`src/design/mfps_pkg.sv`:
```
package mfps_pkg;

    localparam int MAX_COLS_DEF = 256;
    localparam int COLS_W       = 9;
    localparam int CELL_W       = 16;
    localparam int SUM_W        = 32;

    localparam logic [COLS_W-1:0] COLS_RESET = 9'd256;

    localparam logic signed [SUM_W-1:0] SUM_MAX = {1'b0, {(SUM_W-1){1'b1}}};
    localparam logic signed [SUM_W-1:0] SUM_MIN = {1'b1, {(SUM_W-1){1'b0}}};

    // Per-cell control that travels with the data through the front stages
    typedef struct packed {
        logic valid;
        logic first;      // cell belongs to the first row of the matrix
        logic fresh;      // cell opens a row, so the row maximum restarts
        logic last;       // cell closes the matrix
        logic has_left;
        logic has_right;
    } issue_t;

    // Control for a finished sum on its way to the row maximum
    typedef struct packed {
        logic valid;
        logic fresh;
        logic last;
    } done_t;

endpackage

```
`src/design/mfps_ctrl.sv`:
```
module mfps_ctrl #(
    parameter int MAX_COLS = mfps_pkg::MAX_COLS_DEF
) (
    input  logic                          clk,
    input  logic                          rst_n,
    input  logic                          advance,
    input  logic                          in_valid,
    input  logic [mfps_pkg::CELL_W-1:0]   cell_value,
    input  logic                          last_cell,
    input  logic                          cfg_wr_en,
    input  logic [mfps_pkg::COLS_W-1:0]   cfg_wr_data,
    output logic [$clog2(MAX_COLS)-1:0]   rd_addr_up,
    output logic [$clog2(MAX_COLS)-1:0]   rd_addr_right,
    output mfps_pkg::issue_t              s1_issue,
    output logic [$clog2(MAX_COLS)-1:0]   s1_col,
    output logic [mfps_pkg::CELL_W-1:0]   s1_cell
);

    localparam int IW   = $clog2(MAX_COLS);
    localparam int CNTW = $clog2(MAX_COLS + 1);
    localparam int CMPW = (CNTW > mfps_pkg::COLS_W) ? CNTW : mfps_pkg::COLS_W;

    logic [mfps_pkg::COLS_W-1:0] columns_reg;
    logic [IW-1:0]               col_idx_reg;
    logic [IW-1:0]               col_idx_next;
    logic                        first_row_reg;
    logic                        first_row_next;

    mfps_pkg::issue_t            s1_issue_reg;
    logic [IW-1:0]               s1_col_reg;
    logic [mfps_pkg::CELL_W-1:0] s1_cell_reg;

    logic [CMPW-1:0] cols_ext;
    logic [CMPW-1:0] eff_cols;
    logic [CMPW-1:0] col_next_ext;
    logic            wrap;
    logic            row_end;
    logic [IW-1:0]   col;
    logic            accept;
    mfps_pkg::issue_t issue;

    assign accept = advance && in_valid;

    always_comb
    begin
        cols_ext = CMPW'(columns_reg);
        if (columns_reg == '0)
        begin
            eff_cols = CMPW'(1);
        end
        else if (cols_ext > CMPW'(MAX_COLS))
        begin
            eff_cols = CMPW'(MAX_COLS);
        end
        else
        begin
            eff_cols = cols_ext;
        end

        // A shrunken row length restarts at column 0 in a later row
        wrap         = CMPW'(col_idx_reg) >= eff_cols;
        col          = wrap ? '0 : col_idx_reg;
        col_next_ext = CMPW'(col) + CMPW'(1);
        row_end      = col_next_ext >= eff_cols;

        issue.valid     = in_valid;
        issue.first     = first_row_reg && !wrap;
        issue.fresh     = (col == '0);
        issue.last      = last_cell;
        issue.has_left  = (col != '0);
        issue.has_right = !row_end;

        if (last_cell)
        begin
            col_idx_next   = '0;
            first_row_next = 1'b1;
        end
        else if (row_end)
        begin
            col_idx_next   = '0;
            first_row_next = 1'b0;
        end
        else
        begin
            col_idx_next   = col_next_ext[IW-1:0];
            first_row_next = issue.first;
        end
    end

    assign rd_addr_up    = col;
    assign rd_addr_right = col_next_ext[IW-1:0];

    always_ff @(posedge clk or negedge rst_n)
    begin
        if (!rst_n)
        begin
            columns_reg   <= mfps_pkg::COLS_RESET;
            col_idx_reg   <= '0;
            first_row_reg <= 1'b1;
            s1_issue_reg  <= '0;
        end
        else
        begin
            if (cfg_wr_en)
            begin
                columns_reg <= cfg_wr_data;
            end
            if (accept)
            begin
                col_idx_reg   <= col_idx_next;
                first_row_reg <= first_row_next;
            end
            if (advance)
            begin
                s1_issue_reg <= issue;
            end
        end
    end

    always_ff @(posedge clk)
    begin
        if (advance)
        begin
            s1_col_reg  <= col;
            s1_cell_reg <= cell_value;
        end
    end

    assign s1_issue = s1_issue_reg;
    assign s1_col   = s1_col_reg;
    assign s1_cell  = s1_cell_reg;

endmodule

```
`config.mk`:
```
export PLATFORM = sky130hd
export DESIGN_NAME = mfps_ctrl
export DESIGN_NICKNAME = d
export VERILOG_FILES = /design/src/design/mfps_pkg.sv /design/src/design/mfps_ctrl.sv
export SDC_FILE = /design/constraint.sdc
export NUM_CORES = 1
export LEC_CHECK = 0
export BUFFER_PORTS_ARGS = -buffer_cell sky130_fd_sc_hd__buf_2
export CAP_MARGIN = 20
export CORE_MARGIN = 2
export CORE_UTILIZATION = 51
export DETAILED_ROUTE_END_ITERATION = 8
export PLACE_DENSITY_LB_ADDON = 0.08
export SKIP_LAST_GASP = 1
export SLEW_MARGIN = 20
export SYNTH_ARGS = -nofsm -noshare
export SYNTH_HDL_FRONTEND = slang
export SYNTH_SLANG_ARGS = --single-unit
```
`constraint.sdc`:
```
create_clock -name clk -period 5.5 [get_ports clk]
set_input_delay 0 -clock clk [delete_from_list [all_inputs] [get_ports clk]]
set_output_delay 0 -clock clk [all_outputs]
set_load 0.02 [all_outputs]
```
==> impl_metrics.yaml, run 1 <==
power_and_ir_drop:
  p_leak_nw: 1.476
  pwr-share-comb_pct: 41.2
  vdd.ir_drop.worst_v: 0.0002098
  intPower_mw: 0.7783
  switchingPower_mw: 0.4967
  clockPowerShare_pct: 19.7
  powerDensity_mw_per_mm2: 391.1
  power_frac_seq_pct: 39.1
  p_sw_share_pct: 38.96
synth:
  syn_nets: 258
  yosysMostFrequentCell: "nand2_1"
  synth_warnings: 0
  async_reset_ff_share_pct: 50.00
  yosys.area.top_type: "edfxtp_1"
  syn_area_per_cell_um2: 11.75
  synth_area_mm2: 0.002445
  ys_seq_elements: 48
  synth_common_cells: "32 x nand2_1, 24 x edfxtp_1, 22 x dfrtp_1"
  synth_top_area_share_pct: 29.48
  synthFlopType: "edfxtp_1"
  synth_edf_count: 24
  yosysUniqueCellTypes: 46
  yosysSeqAreaShare_pct: 54.15
  synth.area.top_cells: "edfxtp_1 29%, dfrtp_1 23%, ha_1 9.7%, nand2_1 4.9%, mux2_2 4.1%"
  syn_inst: 208
critical_path:
  cp_top_family: "compound AO/OA/AOI/OAI gates"
  crit_arrival_ns: 5.08
  r2r_setup_slack_ns: 0.65
  timing.rr.end: "col_idx_reg[5]"
  crit_path_max_fanout: 9
  ff2ff_path_depth: 18
  end_kind: "flip-flop"
  slowest_delay_ns: 0.56
  r2r_start: "cols_ext[8]"
  cp_num_buf_inv: 2
  crit_start: "cols_ext[8]"
  crit_chain: "clkinv_1 -> nand2_1 -> ha_1 -> a211oi_1 -> o32ai_1 -> a21oi_1 -> nand2_1 -> inv_2 -> ha_1 -> nand3_1 -> or2_2 -> nand2_1 -> a21boi_0 -> ha_1 -> or4_4 -> a211oi_4 -> o21ai_4 -> o211ai_2"
  worstSetupEndpoint: "col_idx_reg[5]"
  critPathKind: "reg2reg"
  cp.required_ns: 5.73
  cp.depth: 18
  start_kind: "flip-flop"
  slowest_stage: "dfstp_2"
floorplanning:
  die_w_um: 73.24
  die_h_um: 73.24
  rows: 25
  die-area_mm2: 0.005363
  num_io_pins: 77
  placeableCoreArea_mm2: 0.004661
  start_util_pct: 52.46
detailed_routing:
  drt-initial-drc-count: 114
  routed_via_density: 5.336
  wl_um: 5547
  ant_nets: 0
  drc: 0
  vias: 1969
  wl_per_cell_um: 15.03
  firstDrtPassIters: 4
placed_design:
  place_ws_ns: 0.7228
  gp_congestion: 0.8313
  dp_cells: 334
  io_buffers: 76
  place_area_mm2: 0.002879
  dp_hpwl_um: 3865
clock_tree:
  cts-root-buf: "clkbuf_8"
  cts_buffers: 5
  clock-sinks: 48
  postCtsSetupBuffers: 0
  clk_latency_ns: 0.30
  htree_num_levels: 2
  cts_tree: "done"
  cts_buffer_depth: 2
  cts.clk_slew.worst_paths_ns: 0.09
  ctsResizeCount: 0
sta:
  tns_ns: 0
  tightest_slew_ns: 0.6872
  hold_violations: 0
  slew_headroom_pct: 53.99
  rsz0062_at_grt: "false"
  fin_crit_ns: 4.851
  clock-skew-final_ns: 0.006347
  fin_ws_ns: 0.6489
  fmax_ghz: 0.2061
  setup_viol: 0
  slew_viol_final: 0
  period_share_pct: 88.20
status:
  status: "finished, final reports clean"
layout:
  drive_above_1_share_pct: 34.29
  fin_cells: 369
  area_growth_pct: 33.37
  stdcell_area_mm2: 0.003261
  antenna_cells: 0
  nets: 364
  largest_reg_flops: 16
worst_hold_path:
  hold_class: "in2reg"
  min_from: "cfg_wr_en"
job:
  cap_violations: 0
global_routing:
  grt_use_total_pct: 21.55
  grt_max_degree: 31
  antenna_found_initial: 0
  overflow: 0
  grt_pass1_vias: 1825
  grt_pass1_wl_um: 8694
how the worst min path moves through the flow:
stage | endpoint | depth (start not counted) | slack, ns
2_1_floorplan | col_idx_reg[0] | 0 | -0.30
3_3_place_gp | col_idx_reg[7] | 1 | 0.03
3_5_place_dp | col_idx_reg[7] | 1 | 0.02
4_1_cts | cols_ext[8] | 3 | 0.02
5_1_grt | cols_ext[8] | 3 | 0.05
6_report | cols_ext[8] | 3 | 0.04
worst reg2reg max path: stages, from the launching register on:
cell and delay [ns]:
dfstp_2 0.56, clkinv_1 0.21, nand2_1 0.20, ha_1 0.26
a211oi_1 0.22, o32ai_1 0.14, a21oi_1 0.32, nand2_1 0.16
inv_2 0.14, ha_1 0.25, nand3_1 0.18, or2_2 0.35
nand2_1 0.10, a21boi_0 0.11, ha_1 0.23, or4_4 0.56
a211oi_4 0.47, o21ai_4 0.15, o211ai_2 0.17
layer usage:
layer	vias up	GRT usage [%]	routed length (µm)
li1	973	-	-
met1	940	27.44	2483
met2	52	37.04	2806
met3	4	4.420	208
met4	0	6.173	48
met5	-	0	0
power groups by stage:
| stage | Combinational [mW] | Sequential, mW | Clock (mW) |
|---|---|---|---|
| floorplan | 0.323 | 0.530 | 0 |
| global placement | 0.502 | 0.504 | 0 |
| detailed placement | 0.512 | 0.504 | 0 |
| finish | 0.526 | 0.498 | 0.251 |
| CTS | 0.529 | 0.497 | 0.259 |
| global route | 0.577 | 0.507 | 0.270 |
layout by cell type (no fill, tap or decap), drive strengths merged, types with 2 or more instances in the layout:
master       synthesis  routed
dlygate4sd3          0      27
a211oi               3       3
nor3                 5       5
clkbuf               3       5
xnor2                2       2
clkinv               1       3
nor4                 3       3
dfrtp               22      22
dfstp                2       2
a21oi                5       5
nor3b                2       2
nor2                10      10
and2                 8       8
o21ai               14      14
or3                  3       3
a21boi               4       4
mux2                 9       9
or2                  3       3
o211ai              11      11
edfxtp              24      24
nand2               32      32
buf                  2      77
inv                  5       5
nand3                2       2
ha                  19      19
cells by family (layout without fill, tap and decap cells):
group	Yosys count	in the layout	synth area share, %
AOI/OAI and AO/OA	43	43	13.82
and+or+nand+nor	74	74	14.89
adders and majority gates	19	19	9.724
muxes	10	10	4.555
DFF	48	48	54.15
xor gates and xnor gates	3	3	1.075
buffers and inverters	11	118	1.791
layout make-up:
cell class	instances	area [µm²]
clock buffer	5	68.82
clock inverter	3	42.54
fill	350	1400
inverter	6	22.52
multi-input combinational	149	1077
sequential	48	1324
tap	54	67.56
timing repair buffer	104	658.1
repair_timing:
action	4_1_cts	5_1_grt
hold endpoints to repair	48	0
endpoints found under the setup margin	0	0
hold buffers	27	0
through the flow:
stage	hold WS, ns	utilization (%)	power [mW]
6_report	0.03639	69.96	1.275
3_3_place_gp	0.02784	61.77	1.006
4_1_cts	0.02211	69.96	1.285
2_1_floorplan	-0.2956	-	0.8528
5_1_grt	0.04896	69.96	1.355
3_5_place_dp	0.02255	61.77	1.016
Note: power is estimated with default switching activity, not from simulation.
==> run 2: changes to the inputs <==
--- a/config.mk
+++ b/config.mk
@@ -5,6 +5,7 @@
 export SDC_FILE = /design/constraint.sdc
 export NUM_CORES = 1
 export LEC_CHECK = 0
+export ABC_AREA = 1
 export BUFFER_PORTS_ARGS = -buffer_cell sky130_fd_sc_hd__buf_2
 export CAP_MARGIN = 20
 export CORE_MARGIN = 2
==> run 2 against run 1 <==
Against the previous run:
- critical path depth is 5 higher
- utilization is 0.40 points higher
- non-clock buffer count stayed put
- first-iteration DRC count is 9.6% higher
- wire length is 2.0% higher
- clock skew hardly changed
- highest routed layer unchanged
==> impl_metrics.yaml, run 2 <==
sta:
  slew_headroom_pct: 58.08
  setup_viol: 0
  hold_violations: 0
  clock-skew-final_ns: 0.006507
  rsz0062_at_grt: "false"
  tns_ns: 0
  tightest_slew_ns: 0.6288
  fmax_ghz: 0.2288
  hold_ws_ns: 0.03646
  period_share_pct: 79.46
  slew_viol_final: 0
  fin_crit_ns: 4.370
critical_path:
  crit_chain: "inv_1 -> nand4_1 -> nor2_1 -> nor2_1 -> inv_1 -> nand2_1 -> ha_1 -> a21oi_1 -> nand2_1 -> nand2_1 -> nand3_4 -> nor2_1 -> ha_1 -> nand3_1 -> nand2_1 -> inv_1 -> ha_1 -> a21oi_1 -> o21a_1 -> nand4_1 -> nor2_1 -> inv_1 -> o22ai_1"
  r2r_setup_slack_ns: 1.13
  worstSetupEndpoint: "col_idx_reg[2]"
  start_kind: "flip-flop"
  slowest_delay_ns: 0.40
  cp.required_ns: 5.73
  cp_num_buf_inv: 4
  end_kind: "flip-flop"
  slowest_stage: "nor2_1"
  critPathKind: "reg2reg"
  crit_arrival_ns: 4.60
  cp_top_family: "simple AND/OR/NAND/NOR gates"
  timing.rr.end: "col_idx_reg[2]"
  r2r_start: "cols_ext[7]"
  ff2ff_path_depth: 23
  cp.depth: 23
  crit_path_max_fanout: 10
  crit_start: "cols_ext[7]"
global_routing:
  overflow: 0
  grt_max_degree: 31
  grt_pass1_wl_um: 9411
  grt_use_total_pct: 22.83
  antenna_found_initial: 0
  grt_pass1_vias: 2082
layout:
  drive_above_1_share_pct: 26.72
  area_growth_pct: 33.40
  largest_reg_flops: 16
  layout_commonest_cell: "buf_2"
  most-common-layout-cells: "76 x buf_2, 73 x nand2_1, 38 x inv_1, 28 x dlygate4sd3_1, 24 x edfxtp_1"
  final_util_pct: 70.36
  antenna_cells: 0
  nets: 427
  stdcell_area_mm2: 0.003323
synth:
  synth_warnings: 0
  syn_area_per_cell_um2: 9.295
  yosys.area.top_type: "edfxtp_1"
  synth-adder-area-share_pct: 9.543
  yosysUniqueCellTypes: 29
  yosys.area_share.simple_pct: 24.01
  synthMuxAreaShare_pct: 0
  synth_edf_count: 24
  syn_nets: 318
  synth_top_family_by_area: "simple AND/OR/NAND/NOR gates"
  yosysSeqAreaShare_pct: 53.14
  async_reset_ff_share_pct: 50.00
  synth_common_cells: "73 x nand2_1, 38 x inv_1, 24 x edfxtp_1"
  synth_area_mm2: 0.002491
  synth_top_area_share_pct: 28.93
  synth.area.top_cells: "edfxtp_1 29%, dfrtp_1 22%, nand2_1 11%, ha_1 9.5%, inv_1 5.7%"
  syn_inst: 268
  ys_seq_elements: 48
  yosysMostFrequentCell: "nand2_1"
  synth_compound_area_share_pct: 6.479
  synthFlopType: "edfxtp_1"
  synth_xor_area_share_pct: 0.3516
clock_tree:
  clock-sinks: 48
  postCtsSetupBuffers: 0
  cts-root-buf: "clkbuf_8"
  ctsResizeCount: 0
  cts_tree: "done"
  cts.clk_slew.worst_paths_ns: 0.09
  clk_latency_ns: 0.30
  ctsHoldBuffers: 28
  cts_buffer_depth: 2
  htree_num_levels: 2
  cts_buffers: 5
floorplanning:
  start_util_pct: 52.74
  die_h_um: 73.89
  rows: 25
  placeableCoreArea_mm2: 0.004723
  die-area_mm2: 0.005460
  num_io_pins: 77
  die_w_um: 73.89
detailed_routing:
  firstDrtPassIters: 4
  ant_nets: 0
  wl_per_cell_um: 12.72
  wl_um: 5659
  routed_via_density: 4.825
  drc: 0
  drt-initial-drc-count: 125
  vias: 2147
placed_design:
  gp_congestion: 0.9087
  dp_hpwl_um: 4166
  io_buffers: 76
  place_area_mm2: 0.002948
worst_hold_path:
  holdPathStages: 3
  hold_class: "in2reg"
status:
  status: "finished, final reports clean"
power_and_ir_drop:
  vdd.ir_drop.worst_v: 0.0001604
  powerDensity_mw_per_mm2: 280.0
  p_leak_nw: 1.725
job:
  cap_violations: 0
-- run 2: cell count changes after synthesis, moves of 6 or more --
| cell | previous run | this run |
|---|---|---|
| o21ai_0 | 7 | 13 |
| and2_1 | 8 | 2 |
| mux2_2 | 9 | 0 |
| nor2_2 | 0 | 6 |
| nand2_1 | 32 | 73 |
| nor2_1 | 10 | 19 |
| o211ai_1 | 6 | 0 |
| inv_1 | 4 | 38 |
| nand3_1 | 2 | 13 |
-- run 2: logic make-up after synthesis --
logic type	count (synthesis)
buf+inv	43
compound gates	28
flops	48
xor+xnor	1
fa+ha+maj	19
simple gates	129
-- run 2: cell type report --
cell class	count	area, µm²
clock buffers	7	86.33
clock inverters	1	8.758
fillers	386	1400
inverters	41	153.9
multi-input cells	177	1006
flip-flops and latches	48	1324
well taps	67	83.83
repair buffers	104	660.6
-- run 2: per-layer routing --
layer	vias up	routed length, µm	track usage, %	share of wire, %
li1	1093	-	-	-
met5	-	0	0	0
met4	0	91	6.869	1.6
met2	59	2818	37.70	50
met1	986	2496	30.51	44
met3	9	254	4.390	4.5
-- run 2: metrics by stage --
| stage | power (mW) | instances | setup slack [ns] |
|---|---|---|---|
| 2_1_floorplan | 0.6127 | 268 | 1.554 |
| 3_3_place_gp | 0.6971 | 409 | 1.413 |
| 3_5_place_dp | 0.7026 | 409 | 1.212 |
| 4_1_cts | 0.9411 | 445 | 1.160 |
| 5_1_grt | 0.9865 | 445 | 0.6530 |
| 6_report | 0.9305 | 445 | 1.130 |
-- run 2: worst register-to-register path, delay by kind of cell (launching register included) --
family                   cells  cell delay [ns]
AND/OR/NAND/NOR             12             1.93
adder cells (fa/ha/maj)      3             0.96
buffers and inverters        4             0.37
flip-flops                   1             0.38
AO/OA/AOI/OAI                4             0.63
-- run 2: report_power, final --
part	total [mW]	switching [mW]	internal (mW)
logic	0.274	0.175	0.0992
clock network	0.222	0.119	0.103
registers	0.434	0.0156	0.419
-- run 2: worst min path at each step --
stage,slack [ns],endpoint,startpoint
global placement,0.01,cols_ext[1],rst_n
CTS,0.03,cols_ext[8],cfg_wr_en
finish,0.04,cols_ext[8],cfg_wr_en
global route,0.09,cols_ext[3],cfg_wr_en
floorplan,-0.30,col_idx_reg[0],rst_n
detailed placement,0.02,cols_ext[0],rst_n
