### src/design/mfps_pkg.sv
package mfps_pkg;

    localparam int MAX_COLS_DEF = 256;
    localparam int COLS_W       = 9;
    localparam int CELL_W       = 16;
    localparam int SUM_W        = 32;

    localparam logic [COLS_W-1:0] COLS_RESET = 9'd256;

    localparam logic signed [SUM_W-1:0] SUM_MAX = {1'b0, {(SUM_W-1){1'b1}}};
    localparam logic signed [SUM_W-1:0] SUM_MIN = {1'b1, {(SUM_W-1){1'b0}}};

    // Per-cell control that travels with the data through the front stages
    typedef struct packed {
        logic valid;
        logic first;      // cell belongs to the first row of the matrix
        logic fresh;      // cell opens a row, so the row maximum restarts
        logic last;       // cell closes the matrix
        logic has_left;
        logic has_right;
    } issue_t;

    // Control for a finished sum on its way to the row maximum
    typedef struct packed {
        logic valid;
        logic fresh;
        logic last;
    } done_t;

endpackage

### src/design/mfps_reduce.sv
module mfps_reduce (
    input  logic                              clk,
    input  logic                              rst_n,
    input  logic                              advance,
    input  mfps_pkg::done_t                   s3_done,
    input  logic signed [mfps_pkg::SUM_W-1:0] s3_sum,
    output logic                              out_valid,
    output logic [mfps_pkg::SUM_W-1:0]        max_sum
);

    logic signed [mfps_pkg::SUM_W-1:0] row_best_reg;
    logic signed [mfps_pkg::SUM_W-1:0] row_best_next;
    logic                              out_valid_reg;
    logic [mfps_pkg::SUM_W-1:0]        max_sum_reg;

    // A cell that opens a row restarts the maximum
    always_comb
    begin
        if (s3_done.fresh || (s3_sum > row_best_reg))
        begin
            row_best_next = s3_sum;
        end
        else
        begin
            row_best_next = row_best_reg;
        end
    end

    always_ff @(posedge clk or negedge rst_n)
    begin
        if (!rst_n)
        begin
            row_best_reg  <= mfps_pkg::SUM_MIN;
            out_valid_reg <= 1'b0;
        end
        else if (advance)
        begin
            if (s3_done.valid)
            begin
                row_best_reg <= row_best_next;
            end
            out_valid_reg <= s3_done.valid && s3_done.last;
        end
    end

    always_ff @(posedge clk)
    begin
        if (advance)
        begin
            max_sum_reg <= row_best_next;
        end
    end

    assign out_valid = out_valid_reg;
    assign max_sum   = max_sum_reg;

endmodule

### config.mk
export PLATFORM = sky130hd
export DESIGN_NAME = mfps_reduce
export DESIGN_NICKNAME = d
export VERILOG_FILES = /design/src/design/mfps_pkg.sv /design/src/design/mfps_reduce.sv
export SDC_FILE = /design/constraint.sdc
export NUM_CORES = 1
export LEC_CHECK = 0
export BUFFER_PORTS_ARGS = -buffer_cell sky130_fd_sc_hd__buf_2
export CORE_ASPECT_RATIO = 1.4
export CORE_MARGIN = 5
export CORE_UTILIZATION = 55
export DETAILED_ROUTE_END_ITERATION = 8
export HOLD_SLACK_MARGIN = 0.15
export PLACE_DENSITY = 0.89
export SETUP_SLACK_MARGIN = 0.2
export SYNTH_ARGS = -nofsm -noshare
export SYNTH_HDL_FRONTEND = slang
export SYNTH_SLANG_ARGS = --single-unit
### constraint.sdc
create_clock -name clk -period 3.7 [get_ports clk]
set_input_delay 0.185 -clock clk [delete_from_list [all_inputs] [get_ports clk]]
set_output_delay 0.185 -clock clk [all_outputs]
set_load 0.02 [all_outputs]
==> impl_metrics.yaml, run 1 <==
place:
  placedInstanceArea_sq_um: 3970
  placer_s_final_routability_congestion_estimate: 0.815
  detailedPlace.worstSlack_ns: 0.531
  hpwl_um: 5030
  numPortBuffers: 70
synthesis:
  yosys_warnings: 0
  share_of_flip_flops_with_an_asynchronous_set_or_reset_after_synthesis_pct: 50.8
  post-synth-top-count-cell: "inv_1"
  synthTopCellsByArea: "edfxtp_1, dfrtp_1, mux2_4"
  synthesis.area_sq_um: 3560
  count_of_unique_library_cells_instantiated_by_yosys: 31
  post_synth_top_cells: "inv_1, mux2_2, dfrtp_1, edfxtp_1, ha_1"
  synth_area_leader_cell: "edfxtp_1"
  synth_edf_count: 32
  post_synthesis_net_count: 332
  yosys.area.top_type_share_pct: 27.0
  seq_area_frac_synth_pct: 50.2
  synth_top_flop_cell: "edfxtp_1"
  cells_after_synth: 262
  post_synth.cell_area_avg_sq_um: 13.6
  synth_seq_cells: 65
sta:
  fin_crit_sh_pct: 89.8
  fin_setup_tns_ns: 0
  slew-limit-headroom_pct: 46.7
  grt_setup_unrepaired: "false"
  timing.final.hold_violations: 0
  finalHoldWorstSlack_ns: 0.435
  tightestPinTransition_ns: 0.799
  clock_skew_ns: 0.00877
  final.min_clock_period_ns: 3.32
  postLayoutSetupSlackWorst_ns: 0.379
  setup_viol_count_final: 0
  timing.final.max_slew_violations: 0
  max_freq_mhz: 301
clock_network:
  cts_tree: "yes"
  clkSlewWorstSetupHoldPaths_ns: 0.07
  post_cts_hold_buffer_count: 35
  clk-insertion-delay-late_ns: 0.33
  tritoncts_sinks: 65
  number_of_gates_resized_after_cts: 0
  cell_at_the_root_of_the_clock_tree: "clkbuf_8"
  ctsLongestPathBuffers: 2
  cts_buffers: 9
  htree_num_levels: 3
  post_cts.repair.setup_buffers: 0
drt:
  antenna_violating_nets_post_route: 0
  detailedRoute.firstIterationViolations: 123
  dr_total_vias: 2388
  detailedRoute.firstPassIterationCount: 4
  drt_drc_violations_left: 0
  routed_wirelength_um: 7530
  vias_per_cell: 5.27
  routedWlPerCell_um: 16.6
cells_and_area:
  final_nets: 446
  multiInputGateArea_sq_um: 1570
  sequential_cell_area_sq_um: 1790
  antennaDiodeCount: 0
  share_of_post_route_cells_with_drive_strength_above_1_pct: 40.7
  layout.cell_area.non_filler_sq_um: 4520
  layout.filler_cells: 389
  flow.area_growth_from_synthesis_pct: 26.9
  postLayoutCoreUtil_pct: 72.3
flow_run:
  drv.max_cap_violation_count: 0
global_route:
  grt_pass1_wl_um: 12400
  grt_max_degree: 36
  initial_antenna_violation_count: 0
  gr-usage-all-layers_pct: 19.2
  number_of_global_route_vias_before_repair: 2612
  grt-ovfl-total: 0
power_and_ir_drop:
  ir_worst_vdd_mv: 0.353
  p_leak_nw: 2.11
  p_per_area_nw_per_um2: 705
worst_hold_path:
  min_path_type: "input pin to register"
floorplan:
  die_width_um: 78.0
  initial_cell_density_of_the_core_pct: 56.9
  core_area_sq_um: 6250
  row_count: 34
  die_height_um: 105
  boundaryPins: 71
  die_footprint_sq_um: 8210
worst_setup_path:
  setup.worst_path.end_class: "register"
  crit_fanout: 19
  timing.critical_path.arrival_ns: 3.41
  crit_path_launch_type: "input pin"
  crit_path_kind: "input pin to register"
  worst_path_required_time_ns: 3.79
status:
  status: "completed"
## worst max-delay path, stage by stage
cell and delay (ns):
dlygate4sd3_1 0.54, buf_2 0.14, ha_1 0.31, nand4_1 0.14, or4_1 0.57, or3_1 0.40, o211ai_1 0.19, and2_2 0.22
buf_4 0.33, mux2_2 0.38
## final cells by class
cell class / instances / area share (%)
repair buffers: 110 / 16.3
inverters: 35 / 2.91
clock buffers: 14 / 3.60
flip-flops and latches: 65 / 39.6
clock inverters: 2 / 0.831
multi-input cells: 155 / 34.8
well taps: 72 / 1.99
## power by group
group | internal [mW] | switching, mW | leakage [nW]
combinational | 0.703 | 0.652 | 1.31
clock | 0.349 | 0.262 | 0.0969
sequential | 1.06 | 0.159 | 0.698
## through the flow
| step | instances | total power, mW |
|---|---|---|
| after CTS | 453 | 3.19 |
| after floorplan | 262 | 2.23 |
| after global routing | 453 | 3.39 |
| after global placement | 402 | 2.47 |
| after detailed placement | 402 | 2.54 |
| final | 453 | 3.19 |
## metal layers
layer  vias up  wire (um)  GRT usage [%]
met5         -          0              0
met4         0        195           7.49
met3        15        286           4.04
met2        57       4080           34.8
met1      1144       2970           21.5
li1       1172          -              -
## kinds of logic after synthesis
| group | Yosys count | synth area share (%) |
|---|---|---|
| DFF | 65 | 50.2 |
| adders and majority gates | 32 | 11.2 |
| AOI/OAI and AO/OA | 28 | 4.81 |
| and+or+nand+nor | 31 | 4.43 |
| muxes | 64 | 23.4 |
| buffers and inverters | 42 | 5.90 |
## worst paths after layout
check | start | cells past startpoint | to | slack, ns
hold reg to reg | out_valid | 2 | out_valid | 0.52
setup reg to reg | row_best_reg[31] | 10 | max_sum[0] | 0.48
setup / recovery | s3_sum[14] | 10 | max_sum[0] | 0.38
max in group asynchronous | rst_n | 2 | row_best_reg[12] | 2.72
hold / removal | advance | 2 | max_sum[7] | 0.44
min in group asynchronous | rst_n | 2 | row_best_reg[9] | 0.47
## cell usage in the layout (no fill, tap or decap), drive strengths merged, types with 4 or more instances in the layout
master       netlist  final
dfrtp             32     32
a21oi             13     13
ha                32     32
dlygate4sd3        0     35
nor2               4      4
mux2              64     64
inv               35     35
o21ai              6      6
edfxtp            32     32
buf                7     75
nand2              9      9
nand4              7      7
clkbuf             0     14
Power figures use the tool's default switching activity.
==> inputs of run 2 (changes only) <==
- CORE_UTILIZATION: 55 -> 59
- PLACE_DENSITY: 0.89 -> 0.94
- SLEW_MARGIN: unset -> 15
- clock period: 3.7 -> 4.1 ns (I/O delays scaled with it)
==> impl_metrics.yaml, run 2 (synthesis gave the netlist of run 1 again) <==
status:
  status: "completed"
floorplan:
  row_count: 33
  die_footprint_sq_um: 7710
  boundaryPins: 71
  die_width_um: 75.7
  die_height_um: 102
  initial_cell_density_of_the_core_pct: 60.7
  core_area_sq_um: 5860
cells_and_area:
  final_nets: 443
  antennaDiodeCount: 0
  share_of_post_route_cells_with_drive_strength_above_1_pct: 41.0
  flow.area_growth_from_synthesis_pct: 26.1
  most-common-layout-cells: "buf_2, inv_1, dlygate4sd3_1"
  multiInputGateArea_sq_um: 1570
  sequential_cell_area_sq_um: 1790
  most_common_cell_after_layout_fill_and_taps_aside: "buf_2"
  layout.filler_cells: 345
  layout.cell_area.non_filler_sq_um: 4490
sta:
  max_freq_mhz: 296
  finalHoldWorstSlack_ns: 0.168
  timing.final.hold_violations: 0
  postLayoutSetupSlackWorst_ns: 0.726
  slew-limit-headroom_pct: 49.3
  clock_skew_ns: 0.00850
  setup_viol_count_final: 0
  timing.final.max_slew_violations: 0
  grt_setup_unrepaired: "false"
  tightestPinTransition_ns: 0.761
  fin_setup_tns_ns: 0
  fin_crit_sh_pct: 82.3
  final.min_clock_period_ns: 3.37
worst_setup_path:
  crit_path_launch_type: "input pin"
  setup.worst_path.end_class: "register"
  crit_fanout: 25
  cp_slowest_cell: "or4_1"
  timing.critical_path.slowest_cell_delay_ns: 0.56
  crit_path_kind: "input pin to register"
  timing.critical_path.arrival_ns: 3.48
  r2r-end: "max_sum[31]"
  path_cells: "dlygate4sd3_1, buf_2, ha_1, nand4_1, or4_1, or3_1, o211ai_1, and2_2, buf_12, mux2_2"
  worst_r2r_startpoint: "row_best_reg[31]"
  r2r_setup_slack_ns: 0.75
  timing.reg2reg.worst_path_depth: 10
  worst_path_required_time_ns: 4.20
power_and_ir_drop:
  ir_worst_vdd_mv: 0.368
  p_per_area_nw_per_um2: 642
  p_leak_nw: 2.10
place:
  detailedPlace.worstSlack_ns: 0.802
  placer_s_final_routability_congestion_estimate: 0.782
  hpwl_um: 5200
  placedInstanceArea_sq_um: 3960
  numPortBuffers: 70
global_route:
  number_of_global_route_vias_before_repair: 2585
  initial_antenna_violation_count: 0
  grt_pass1_wl_um: 12800
  gr-usage-all-layers_pct: 22.5
  grt-ovfl-total: 0
  grt_max_degree: 36
clock_network:
  cts_buffers: 9
  cts_tree: "yes"
  tritoncts_sinks: 65
  post_cts.repair.setup_buffers: 0
  ctsLongestPathBuffers: 2
  clk-insertion-delay-late_ns: 0.35
  cell_at_the_root_of_the_clock_tree: "clkbuf_8"
  number_of_gates_resized_after_cts: 0
  htree_num_levels: 3
  clkSlewWorstSetupHoldPaths_ns: 0.07
drt:
  detailedRoute.firstIterationViolations: 149
  antenna_violating_nets_post_route: 0
  routedWlPerCell_um: 17.7
  drt_drc_violations_left: 0
  dr_total_vias: 2455
  routed_wirelength_um: 7920
  detailedRoute.firstPassIterationCount: 6
  vias_per_cell: 5.48
worst_hold_path:
  hold-path-endpoint: "row_best_reg[29]"
  min_path_type: "input pin to register"
  holdCritStartpoint: "s3_sum[29]"
  worst_hold_path_stage_count: 2
flow_run:
  drv.max_cap_violation_count: 0
run 2: cell types whose count changed in the layout (fill, tap and decap cells not counted), sizes merged:
cell and delta:
buf -2, clkinv +5, clkinvlp -1, clkbuf -4, dlygate4sd3 -1
run 2: power breakdown:
group,switching (mW),internal (mW),leakage [nW]
Combinational,0.616,0.642,1.30
Clock,0.245,0.277,0.0998
Sequential,0.143,0.957,0.698
run 2: what timing repair did:
action / 4_1_cts / 5_1_grt
endpoints found under the hold margin: 64 / 0
endpoints found under the setup margin: 0 / 0
hold buffers: 34 / 0
run 2: worst max-delay path by stage:
stage / start / end / slack (ns) / depth (start not counted)
after CTS: s3_sum[14] / max_sum[0] / 0.74 / 10
after global placement: row_best_reg[31] / max_sum[31] / 0.92 / 10
final: s3_sum[14] / max_sum[31] / 0.73 / 10
after global routing: s3_sum[14] / max_sum[31] / 0.53 / 10
after floorplan: row_best_reg[31] / max_sum[10] / 1.28 / 11
after detailed placement: row_best_reg[31] / max_sum[0] / 0.80 / 10
run 2: layer usage:
layer	up-vias	part of all wire, %	track usage, %
met1	1195	39	26.2
met4	0	2.1	8.21
met5	-	0	0
met3	17	5.6	5.41
li1	1168	-	-
met2	75	53	39.6
run 2: critical path, delay by kind of cell:
| family | cells | cell delay, ns |
|---|---|---|
| and+or+nand+nor | 4 | 1.47 |
| buffers and inverters | 3 | 0.93 |
| muxes | 1 | 0.36 |
| adders and majority gates | 1 | 0.31 |
| AOI/OAI and AO/OA | 1 | 0.17 |
run 2: final cells by class:
type	instances	share of cell area (%)
clock inverter	6	1.31
tap	70	1.95
multi-input combinational	155	35.0
inverter	35	2.93
timing repair buffer	107	16.2
clock buffer	10	2.84
sequential	65	39.8
run 2: metrics by stage:
stage,std cells,util [%],total power [mW]
6_report,448,76.6,2.88
3_5_place_dp,398,67.6,2.31
3_3_place_gp,398,67.6,2.23
5_1_grt,448,76.6,3.05
4_1_cts,448,76.6,2.87
2_1_floorplan,262,-,2.02
==> inputs of run 3 (changes only) <==
- CORE_UTILIZATION: 59 -> 55
- PLACE_DENSITY: 0.94 -> 0.89
- clock period: 4.1 -> 3.4 ns (I/O delays scaled with it)
==> impl_metrics.yaml, run 3 (synthesis gave the netlist of run 1 again) <==
status:
  status: "completed"
drt:
  routed_wirelength_um: 7430
  detailedRoute.firstIterationViolations: 120
  routedWlPerCell_um: 16.4
  antenna_violating_nets_post_route: 0
  dr_total_vias: 2480
  met2RoutedLength_um: 3900
  top_layer: "met4"
  detailedRoute.firstPassIterationCount: 4
  drt_drc_violations_left: 0
  routed_wl_met3_um: 345
  wl_met1_um: 2930
  vias_per_cell: 5.47
worst_setup_path:
  r2r_setup_slack_ns: 0.42
  worstPathBufferInverterCount: 3
  crit_path_launch_type: "input pin"
  path_cells: "dlygate4sd3_1, buf_2, ha_1, nand4_1, or4_1, or3_1, o211ai_1, and2_4, buf_12, mux2_2"
  cp_top_family: "simple AND/OR/NAND/NOR gates"
  crit_fanout: 18
  setup.worst_path.end_class: "register"
  cp_slowest_cell: "or4_1"
  worst_path_required_time_ns: 3.50
  timing.critical_path.slowest_cell_delay_ns: 0.55
  timing.critical_path.arrival_ns: 3.15
  crit_path_kind: "input pin to register"
floorplan:
  die_height_um: 105
  boundaryPins: 71
  initial_cell_density_of_the_core_pct: 56.9
  die_footprint_sq_um: 8210
  core_area_sq_um: 6250
  die_width_um: 78.0
  row_count: 34
power_and_ir_drop:
  power_mw: 3.43
  p_leak_nw: 2.11
  p_per_area_nw_per_um2: 758
  ir_worst_vdd_mv: 0.383
cells_and_area:
  layout.cell_area.non_filler_sq_um: 4520
  share_of_post_route_cells_with_drive_strength_above_1_pct: 41.2
  postLayoutCoreUtil_pct: 72.3
  most_common_cell_after_layout_fill_and_taps_aside: "buf_2"
  flow.area_growth_from_synthesis_pct: 27.0
  antennaDiodeCount: 0
  most-common-layout-cells: "buf_2, inv_1, dlygate4sd3_1"
  final_nets: 446
place:
  hpwl_um: 5060
  placer_s_final_routability_congestion_estimate: 0.804
  placedInstanceArea_sq_um: 3980
  numPortBuffers: 70
sta:
  max_freq_mhz: 328
  grt_setup_unrepaired: "false"
  timing.final.hold_violations: 0
  tightestPinTransition_ns: 0.773
  finalHoldWorstSlack_ns: 0.407
  fin_crit_sh_pct: 89.7
  clock_skew_ns: 0.00544
  fin_setup_tns_ns: 0
  slew-limit-headroom_pct: 48.5
  final.min_clock_period_ns: 3.05
  timing.final.max_slew_violations: 0
  setup_viol_count_final: 0
clock_network:
  cell_at_the_root_of_the_clock_tree: "clkbuf_8"
  clkSlewWorstSetupHoldPaths_ns: 0.07
  tritoncts_sinks: 65
  ctsLongestPathBuffers: 2
  htree_num_levels: 3
  clk-insertion-delay-late_ns: 0.35
  cts_tree: "yes"
  cts_buffers: 9
global_route:
  number_of_global_route_vias_before_repair: 2600
  grt_max_degree: 36
  initial_antenna_violation_count: 0
  grt_pass1_wl_um: 12300
  grt-ovfl-total: 0
  gr-usage-all-layers_pct: 19.2
worst_hold_path:
  min_path_type: "input pin to register"
flow_run:
  drv.max_cap_violation_count: 0
run 3: cell types whose count changed in the layout (fill, tap and decap cells not counted):
cell	delta
clkbuf_8	+2
and2_2	-1
and2_4	+1
buf_4	+1
buf_8	+1
bufinv_16	-1
clkbuf_1	+1
clkinv_2	-1
clkinv_4	-1
dlygate4sd3_1	+1
nor4_1	-1
nor4_2	+1
run 3: final cells by class:
class | instances | area (sq um)
clock buffer | 13 | 159
clock inverter | 3 | 15.0
fill | 390 | 1730
inverter | 35 | 131
multi-input combinational | 155 | 1580
sequential | 65 | 1790
tap | 72 | 90.1
timing repair buffer | 110 | 758
run 3: layer usage:
layer | vias up | track usage [%]
met5 | - | 0
met4 | 0 | 11.5
met3 | 24 | 4.56
met2 | 66 | 32.1
met1 | 1213 | 21.9
li1 | 1177 | -
run 3: what timing repair did:
action,in CTS,in global routing
hold endpoints to repair,69,0
buffers inserted,0,0
hold buffers,35,0
resized for setup,0,4
endpoints found under the setup margin,0,32
run 3: worst paths after layout:
path / start / to / depth (start not counted)
max in group asynchronous: rst_n / row_best_reg[26] / 2
worst max register to register: row_best_reg[14] / max_sum[31] / 9
worst min-delay path: advance / max_sum[5] / 2
worst min register to register: out_valid / out_valid / 2
min in group asynchronous: rst_n / row_best_reg[5] / 2
worst max-delay path: s3_sum[14] / max_sum[31] / 10
run 3: power breakdown:
group          switching, mW  leakage [nW]  internal (mW)
combinational          0.729          1.32          0.793
sequential             0.163         0.698           1.15
clock                  0.288        0.0932          0.301
total                   1.18          2.11           2.25
run 3: per-stage QoR:
stage | setup slack (ns) | instances
floorplan | 0.582 | 262
global placement | 0.353 | 402
detailed placement | 0.289 | 402
CTS | 0.250 | 453
global route | 0.215 | 453
finish | 0.351 | 453
