File: src/design/mfps_pkg.sv
package mfps_pkg;

    localparam int MAX_COLS_DEF = 256;
    localparam int COLS_W       = 9;
    localparam int CELL_W       = 16;
    localparam int SUM_W        = 32;

    localparam logic [COLS_W-1:0] COLS_RESET = 9'd256;

    localparam logic signed [SUM_W-1:0] SUM_MAX = {1'b0, {(SUM_W-1){1'b1}}};
    localparam logic signed [SUM_W-1:0] SUM_MIN = {1'b1, {(SUM_W-1){1'b0}}};

    // Per-cell control that travels with the data through the front stages
    typedef struct packed {
        logic valid;
        logic first;      // cell belongs to the first row of the matrix
        logic fresh;      // cell opens a row, so the row maximum restarts
        logic last;       // cell closes the matrix
        logic has_left;
        logic has_right;
    } issue_t;

    // Control for a finished sum on its way to the row maximum
    typedef struct packed {
        logic valid;
        logic fresh;
        logic last;
    } done_t;

endpackage

File: src/design/mfps_calc.sv
module mfps_calc #(
    parameter int MAX_COLS = mfps_pkg::MAX_COLS_DEF
) (
    input  logic                               clk,
    input  logic                               rst_n,
    input  logic                               advance,
    input  mfps_pkg::issue_t                   s1_issue,
    input  logic [$clog2(MAX_COLS)-1:0]        s1_col,
    input  logic [mfps_pkg::CELL_W-1:0]        s1_cell,
    input  logic [mfps_pkg::SUM_W-1:0]         up_raw,
    input  logic [mfps_pkg::SUM_W-1:0]         right_raw,
    output mfps_pkg::done_t                    s3_done,
    output logic [$clog2(MAX_COLS)-1:0]        s3_col,
    output logic signed [mfps_pkg::SUM_W-1:0]  s3_sum
);

    localparam int IW    = $clog2(MAX_COLS);
    localparam int SW    = mfps_pkg::SUM_W;
    localparam int CW    = mfps_pkg::CELL_W;

    // Stage 2
    mfps_pkg::issue_t     s2_issue_reg;
    logic [IW-1:0]        s2_col_reg;
    logic [CW-1:0]        s2_cell_reg;
    logic signed [SW-1:0] s2_up_reg;
    logic signed [SW-1:0] s2_right_reg;
    logic                 s2_up_hit_reg;
    logic                 s2_right_hit_reg;

    // Stage 3 and the write that just retired
    mfps_pkg::done_t      s3_done_reg;
    logic [IW-1:0]        s3_col_reg;
    logic signed [SW-1:0] s3_sum_reg;
    logic                 wb_valid_reg;
    logic [IW-1:0]        wb_col_reg;
    logic signed [SW-1:0] wb_sum_reg;

    logic signed [SW-1:0] left_reg;

    logic [IW-1:0]        s1_rcol;
    logic signed [SW-1:0] up_res;
    logic signed [SW-1:0] right_res;
    logic                 up_hit;
    logic                 right_hit;

    logic signed [SW-1:0] up_eff;
    logic signed [SW-1:0] right_eff;
    logic signed [SW-1:0] best;
    logic [SW:0]          wide;
    logic signed [SW-1:0] sum;
    mfps_pkg::done_t      done;

    // Stage 1: patch RAM data with sums not yet visible at read time
    always_comb
    begin
        s1_rcol = s1_col + IW'(1);

        if (s3_done_reg.valid && (s3_col_reg == s1_col))
        begin
            up_res = s3_sum_reg;
        end
        else if (wb_valid_reg && (wb_col_reg == s1_col))
        begin
            up_res = wb_sum_reg;
        end
        else
        begin
            up_res = up_raw;
        end

        if (s3_done_reg.valid && (s3_col_reg == s1_rcol))
        begin
            right_res = s3_sum_reg;
        end
        else if (wb_valid_reg && (wb_col_reg == s1_rcol))
        begin
            right_res = wb_sum_reg;
        end
        else
        begin
            right_res = right_raw;
        end

        // The cell one ahead is still adding; take its sum one stage later
        up_hit    = s2_issue_reg.valid && (s2_col_reg == s1_col);
        right_hit = s2_issue_reg.valid && (s2_col_reg == s1_rcol);
    end

    // Stage 2: best of up to three neighbors, add, saturate; a first-row cell takes its own value
    always_comb
    begin
        up_eff    = s2_up_hit_reg ? s3_sum_reg : s2_up_reg;
        right_eff = s2_right_hit_reg ? s3_sum_reg : s2_right_reg;

        best = up_eff;
        if (s2_issue_reg.has_left && (left_reg > best))
        begin
            best = left_reg;
        end
        if (s2_issue_reg.has_right && (right_eff > best))
        begin
            best = right_eff;
        end

        wide = {best[SW-1], best} + {{(SW + 1 - CW){s2_cell_reg[CW-1]}}, s2_cell_reg};

        if (s2_issue_reg.first)
        begin
            sum = {{(SW - CW){s2_cell_reg[CW-1]}}, s2_cell_reg};
        end
        else if (wide[SW] != wide[SW-1])
        begin
            sum = wide[SW] ? mfps_pkg::SUM_MIN : mfps_pkg::SUM_MAX;
        end
        else
        begin
            sum = wide[SW-1:0];
        end

        done.valid = s2_issue_reg.valid;
        done.fresh = s2_issue_reg.fresh;
        done.last  = s2_issue_reg.last;
    end

    always_ff @(posedge clk or negedge rst_n)
    begin
        if (!rst_n)
        begin
            s2_issue_reg <= '0;
            s3_done_reg  <= '0;
            wb_valid_reg <= 1'b0;
            left_reg     <= '0;
        end
        else if (advance)
        begin
            s2_issue_reg <= s1_issue;
            s3_done_reg  <= done;
            wb_valid_reg <= s3_done_reg.valid;
            if (s2_issue_reg.valid)
            begin
                left_reg <= up_eff;
            end
        end
    end

    always_ff @(posedge clk)
    begin
        if (advance)
        begin
            s2_col_reg       <= s1_col;
            s2_cell_reg      <= s1_cell;
            s2_up_reg        <= up_res;
            s2_right_reg     <= right_res;
            s2_up_hit_reg    <= up_hit;
            s2_right_hit_reg <= right_hit;
            s3_col_reg       <= s2_col_reg;
            s3_sum_reg       <= sum;
            wb_col_reg       <= s3_col_reg;
            wb_sum_reg       <= s3_sum_reg;
        end
    end

    assign s3_done = s3_done_reg;
    assign s3_col  = s3_col_reg;
    assign s3_sum  = s3_sum_reg;

endmodule

File: config.mk
export PLATFORM = sky130hd
export DESIGN_NAME = mfps_calc
export DESIGN_NICKNAME = d
export VERILOG_FILES = /design/src/design/mfps_pkg.sv /design/src/design/mfps_calc.sv
export SDC_FILE = /design/constraint.sdc
export NUM_CORES = 1
export LEC_CHECK = 0
export ABC_CLOCK_PERIOD_IN_PS = 26000
export BUFFER_PORTS_ARGS = -buffer_cell sky130_fd_sc_hd__buf_2
export CAP_MARGIN = 20
export CORE_UTILIZATION = 49
export DETAILED_ROUTE_END_ITERATION = 12
export GPL_ROUTABILITY_DRIVEN = 0
export PLACE_DENSITY = 0.73
export SLEW_MARGIN = 5
export SYNTH_ARGS = -nofsm -noshare
export SYNTH_HDL_FRONTEND = slang
export SYNTH_SLANG_ARGS = --single-unit
File: constraint.sdc
create_clock -name clk -period 26 [get_ports clk]
set_input_delay 5.2 -clock clk [delete_from_list [all_inputs] [get_ports clk]]
set_output_delay 5.2 -clock clk [all_outputs]
set_load 0.02 [all_outputs]
==> results of run 1 <==
## routing by layer
layer / share of wire, % / vias to the layer above / routed length, um
li1: - / 5215 / -
met1: 48 / 5222 / 17110
met2: 44 / 417 / 15960
met3: 6.3 / 61 / 2259
met4: 1.7 / 0 / 608
met5: 0 / - / 0
## logic make-up after synthesis
logic type,after synthesis,synth area share (%)
AOI/OAI and AO/OA,380,17.52
muxes,145,10.91
buffers and inverters,80,2.432
adders and majority gates,98,8.850
xor gates and xnor gates,68,4.272
and+or+nand+nor,344,11.85
DFF,212,44.16
## worst paths after layout
path | slack (ps) | cells past startpoint | end
max | 15680 | 33 | s3_sum[12]
min | 480 | 0 | s3_col[0]
max reg2reg | 15680 | 33 | s3_sum[12]
min reg2reg | 480 | 0 | s3_col[0]
max in group asynchronous | 20980 | 2 | left_reg[30]
min in group asynchronous | 4520 | 1 | s3_done[1]
## power by group
part	switching (uW)	internal (uW)
registers	87.6	468
clock network	143	203
logic	652	426
## final cells by class
| type | instances | share of cell area, % |
|---|---|---|
| sequential | 212 | 38.92 |
| inverter | 9 | 0.2136 |
| tap | 378 | 2.990 |
| timing repair buffer | 155 | 5.435 |
| multi-input combinational | 1035 | 47.39 |
| clock buffer | 33 | 4.272 |
| clock inverter | 12 | 0.7832 |
## worst reg2reg max path, delay by kind of cell, from the launching register on
family                   cells  cell delay [ps]
flip-flops                   1              940
AO/OA/AOI/OAI               20             4480
buffers and inverters        3              950
XOR/XNOR                     1              200
multiplexers                 3             1320
adder cells (fa/ha/maj)      4             1340
AND/OR/NAND/NOR              2              880
## cell usage after synthesis (4+ instances only)
master    number  share of area, %
a211oi_1       6              0.32
a21boi_0      32               1.7
a21o_1        44               2.4
a21oi_1      138               5.0
a31oi_1        5              0.22
and3_1        10              0.45
buf_1          9              0.24
buf_2         10              0.36
clkbuf_1      47               1.3
dfrtp_1       42               7.5
edfxtp_1     170                37
ha_1          97               8.7
inv_1          9              0.24
mux2_2        42               3.4
mux2i_1      101               7.3
nand2_1       98               2.6
nand2b_1      10              0.45
nand3_1       10              0.36
nand4_1       23               1.0
nor2_1        86               2.3
nor2b_1       11              0.49
nor3_1        45               1.6
o211ai_1       7              0.38
o21a_1         7              0.38
o21ai_0       54               1.9
o21ai_1       10              0.36
o21ai_2       10              0.63
o21bai_1       8              0.43
o31ai_1       37               2.0
or2_1          4              0.18
or2_2         28               1.3
xnor2_1       47               3.0
xor2_1        21               1.3
## through the flow
| stage | power, uW | util, % |
|---|---|---|
| 2_1_floorplan | 1325 | - |
| 3_3_place_gp | 1580 | 53.66 |
| 3_5_place_dp | 1604 | 53.66 |
| 4_1_cts | 1960 | 56.53 |
| 5_1_grt | 2103 | 56.78 |
| 6_report | 1979 | 56.78 |
==> results.json, run 1 <==
{
  "post_route_setup_tns_ps": 0,
  "cts_hold_buffers": 0,
  "slowest_stage_delay_cp_ps": 940,
  "tightestPinTransition_ps": 1069,
  "first_pass_grt_wire_length_um": 55830,
  "grt_overflow": 0,
  "synth_async_sr_flop_share_pct": 19.81,
  "synth_seq_area_share_pct": 44.16,
  "synth_warnings": 0,
  "antenna-diode-count": 0,
  "syn_nets": 1522,
  "stdcell_area_um2": 15820,
  "hold_path.startpoint": "s2_col_reg[0]",
  "worst_hold_path_type": "reg -> reg",
  "gr-usage-met1_pct": 36.33,
  "startpoint_class_of_the_critical_path": "register",
  "initial_core_utilization_pct": 50.04,
  "synth-edff-count": 170,
  "finalSetupViolations": 0,
  "area_delta_synth_final_pct": 13.46,
  "critical-path-top-delay-family": "compound AO/OA/AOI/OAI gates",
  "top_usage_layer": "met2",
  "rows": 61,
  "fin_crit_ps": 10320,
  "rr_startpoint": "s2_up_hit_reg",
  "antenna_violating_nets_post_route": 0,
  "area.sequential_um2": 6156,
  "timing.slew.headroom_pct": 28.74,
  "power.density_nw_per_um2": 125.1,
  "design.portCount": 140,
  "final.period_utilization_pct": 39.71,
  "multi_input_comb_area_um2": 7495,
  "report.final.hold_viol_count": 0,
  "grt_antenna_before_repair": 0,
  "worst_hold_margin_ps": 475.2,
  "slowest_stage": "edfxtp_1",
  "cts_made_buffers": 25,
  "most-common-layout-cells": "170 x edfxtp_1, 138 x a21oi_1, 138 x buf_2",
  "grt.met3_usage_pct": 2.475,
  "postPlaceCellArea_um2": 14950,
  "peakVddDrop_uv": 79.93,
  "postSynthCellCount": 1327,
  "most_prevalent_standard_cell_on_the_critical_path": "a21o_1",
  "coreArea_um2": 27860,
  "worst-setup-path-type": "reg -> reg",
  "clockBufferDepth": 3,
  "power.static_leakage_uw": 0.006401,
  "grt.met2_usage_pct": 38.85,
  "grt_start_max_net_pins": 76,
  "place.port_buffers": 139,
  "remaining_drc_errors": 0,
  "max_cap_violations": 0,
  "layout-drive-gt1-share_pct": 19.92,
  "htree_levels": 1,
  "detail_route.iter0.violations": 982,
  "worst_ep_required_time_ps": 26300,
  "synth_flop_cell": "edfxtp_1",
  "max_clock_freq_ghz": 0.09686,
  "globalRouteTotalUtil_pct": 24.56,
  "synth_seq_cells": 212,
  "fillCellCount": 2370,
  "worst-endpoint-arrival_ps": 10630,
  "finClkSkew_ps": 24.09,
  "synthDistinctLibCells": 66,
  "floorplan.die.width_um": 170.7,
  "cts.reportedPaths.clkPinSlew_ps": 60,
  "dp_worst_setup_slack_ps": 15210,
  "critical_path_peak_fanout": 31,
  "detail_route.first_pass.iterations": 6,
  "cts_tree": "done",
  "post_cts_resize_count": 0,
  "number_of_cells_after_detailed_placement": 1785,
  "root_buf_cell": "clkbuf_16",
  "detail_route.wl_per_cell_um": 19.59,
  "final_cells": 1834,
  "timing.critical_path.from": "s2_up_hit_reg",
  "die_height_um": 170.7,
  "floorplan.die_area_um2": 29130,
  "num_vias": 10915,
  "setup_repair_after_global_routing_missed_its_margin": "false",
  "most_frequent_standard_cell_in_the_layout_excluding_fill_and_tap_cells": "edfxtp_1",
  "layout.nets": 1633,
  "syn-cell-area_um2": 13940,
  "latest_clock_arrival_within_the_worst_skew_pair_ps": 550,
  "element_type_at_the_critical_path_end": "register",
  "cts_num_sinks": 212,
  "final-max-slew-violation-count": 0,
  "route.detailed.vias_per_inst": 5.951,
  "place.detailed.hpwl_um": 25780,
  "routed_wirelength_um": 35940,
  "worstPathBufferInverterCount": 3,
  "post_cts_repair_timing_setup_buffer_count": 0,
  "grt_pass1_vias": 10333,
  "timing.final.ws_setup_ps": 15680,
  "status": "complete, no violations",
  "synthesis.area_per_instance_um2": 10.50
}
Note: power is estimated with default switching activity, not from simulation.
==> inputs of run 2 (changes only) <==
- ABC_AREA: unset -> 1
- ABC_CLOCK_PERIOD_IN_PS: 26000 -> 10780
- clock period: 26 -> 10.78 ns (I/O delays scaled with it)
==> run 2 against run 1 <==
Against the previous run:
- flip-flop and latch count stayed put
- worst setup slack worse by 14000 ps
- highest routed layer unchanged
- sequential power is 130% higher
- largest cell class unchanged
==> results.json, run 2 <==
{
  "startpoint_class_of_the_critical_path": "register",
  "syn_nets": 2038,
  "stdcell_area_um2": 16500,
  "yosysMostFrequentCell": "nand2_1",
  "grt_antenna_before_repair": 0,
  "grt_overflow": 0,
  "netlist_top_cells_count": "529 x nand2_1, 177 x inv_1, 170 x edfxtp_1",
  "floorplan.die_area_um2": 30490,
  "floorplan.die.width_um": 174.6,
  "worst-endpoint-arrival_ps": 9030,
  "remaining_drc_errors": 0,
  "slowest_stage_delay_cp_ps": 730,
  "report.final.hold_viol_count": 0,
  "htree_levels": 1,
  "finalPower_uw": 4101,
  "status": "complete, no violations",
  "comb_power_share_pct": 47.6,
  "final.period_utilization_pct": 81.30,
  "synth-edff-count": 170,
  "worst-r2r-cell-count": 46,
  "seq_power_share_pct": 30.9,
  "synth_seq_cells": 212,
  "antenna_violating_nets_post_route": 0,
  "root_buf_cell": "clkbuf_16",
  "timing.final.ws_setup_ps": 2015,
  "coreArea_um2": 29010,
  "post_cts_resize_count": 0,
  "slowest_stage": "nand2_1",
  "first_pass_grt_wire_length_um": 68500,
  "grt_start_max_net_pins": 79,
  "cts_tree": "done",
  "peakVddDrop_uv": 198.7,
  "worst_hold_depth": 0,
  "globalRouteTotalUtil_pct": 28.31,
  "num_vias": 13637,
  "cts_num_sinks": 212,
  "routed_wirelength_um": 43220,
  "finalSetupViolations": 0,
  "synth_flop_cell": "edfxtp_1",
  "max_clock_freq_ghz": 0.1141,
  "post_cts_repair_timing_setup_buffer_count": 0,
  "layout.nets": 2139,
  "place.detailed.hpwl_um": 31670,
  "layout-drive-gt1-share_pct": 10.96,
  "power.switching_uw": 1815,
  "postSynthCellCount": 1843,
  "timing.slew.headroom_pct": 31.69,
  "place.port_buffers": 139,
  "latest_clock_arrival_within_the_worst_skew_pair_ps": 540,
  "finClkSkew_ps": 16.33,
  "die_height_um": 174.6,
  "power.density_nw_per_um2": 248.6,
  "rows": 62,
  "dp_worst_setup_slack_ps": 1989,
  "grt_pass1_vias": 12796,
  "worst-setup-path-type": "reg -> reg",
  "route.detailed.vias_per_inst": 5.813,
  "yosys-top-cells-area": "edfxtp_1 35%, nand2_1 14%, ha_1 8.3%, dfrtp_1 7.2%, nand4_1 4.6%",
  "power.static_leakage_uw": 0.007575,
  "design.portCount": 140,
  "most_frequent_standard_cell_in_the_layout_excluding_fill_and_tap_cells": "nand2_1",
  "detail_route.wl_per_cell_um": 18.42,
  "post_route_setup_tns_ps": 0,
  "worst_ep_required_time_ps": 11040,
  "net_switching_share_of_the_total_power_pct": 44.25,
  "fillCellCount": 2634,
  "synth_async_sr_flop_share_pct": 19.81,
  "element_type_at_the_critical_path_end": "register",
  "yosys_top_cell_area_share_pct": 34.97,
  "top_usage_layer": "met2",
  "max_cap_violations": 0,
  "grt.met2_usage_pct": 43.14,
  "synth_warnings": 0,
  "antenna-diode-count": 0,
  "grt.met3_usage_pct": 3.786,
  "detail_route.iter0.violations": 1512,
  "p_int_uw": 2287,
  "worst_hold_path_type": "reg -> reg",
  "syn-cell-area_um2": 14600,
  "cts_hold_buffers": 0,
  "most_prevalent_standard_cell_on_the_critical_path": "nand2_1",
  "setup_repair_after_global_routing_missed_its_margin": "false",
  "gr-usage-met1_pct": 42.06,
  "final-max-slew-violation-count": 0,
  "synth.largest_area_cell": "edfxtp_1",
  "fin_crit_ps": 8765,
  "postPlaceCellArea_um2": 15630,
  "synthDistinctLibCells": 41,
  "cts_made_buffers": 25,
  "cts.reportedPaths.clkPinSlew_ps": 60,
  "power.clock.fraction_pct": 21.5,
  "tightestPinTransition_ps": 1025,
  "most-common-layout-cells": "529 x nand2_1, 177 x inv_1, 170 x edfxtp_1",
  "detail_route.first_pass.iterations": 6,
  "synthesis.area_per_instance_um2": 7.921,
  "critical_path_peak_fanout": 64,
  "clockBufferDepth": 3,
  "synth_seq_area_share_pct": 42.17,
  "area_delta_synth_final_pct": 13.00,
  "initial_core_utilization_pct": 50.32
}
## run 2: worst paths after layout
path                                      to  slack, ps          start
worst max-delay path              s3_sum[15]       2020  s2_up_hit_reg
worst min-delay path               s3_col[3]        470  s2_col_reg[3]
worst max register to register    s3_sum[15]       2020  s2_up_hit_reg
worst min register to register     s3_col[3]        470  s2_col_reg[3]
max in group asynchronous       left_reg[27]       8660          rst_n
min in group asynchronous         s3_done[0]       1710          rst_n
## run 2: per-stage QoR
stage	instances	utilization, %	hold WS [ps]
2_1_floorplan	1843	-	447.3
3_3_place_gp	2300	53.86	456.7
3_5_place_dp	2300	53.86	460.3
4_1_cts	2345	56.81	473.3
5_1_grt	2346	56.86	482.1
6_report	2346	56.86	473.4
## run 2: power by group through the flow
stage	Clock, uW	Combinational [uW]	Sequential, uW
after floorplan	0	1300	1280
after global placement	0	1860	1270
after detailed placement	0	1890	1270
after CTS	892	1910	1260
after global routing	923	2180	1280
final	882	1950	1270
## run 2: kinds of logic (layout without fill, tap and decap cells)
group | count (synthesis) | in the layout | share of synthesized area, %
AND/OR/NAND/NOR | 869 | 869 | 25.61
AO/OA/AOI/OAI | 342 | 342 | 13.51
buffers and inverters | 268 | 387 | 7.028
flip-flops | 212 | 212 | 42.17
adder cells (fa/ha/maj) | 98 | 98 | 8.450
XOR/XNOR | 54 | 54 | 3.240
## run 2: area by class of cell
cell class	instances	area [um2]	area share [%]
inverters	180	675.6	4.096
flip-flops and latches	212	6156	37.32
clock inverters	9	120.1	0.7281
well taps	384	480.5	2.912
clock buffers	36	737.0	4.467
multi-input cells	1363	7446	45.13
repair buffers	162	882.1	5.347
## run 2: routing by layer
metal | share of wire (%) | vias up
met2 | 44 | 678
met1 | 45 | 6330
li1 | - | 6534
met3 | 8.9 | 95
met4 | 2.8 | 0
met5 | 0 | -
## run 2: critical path: cells and delay by family, from the launching register on
| kind | cells | cell delay, ps |
|---|---|---|
| fa+ha+maj | 4 | 1150 |
| flops | 1 | 370 |
| buf+inv | 5 | 1310 |
| simple gates | 35 | 4830 |
| compound gates | 2 | 820 |
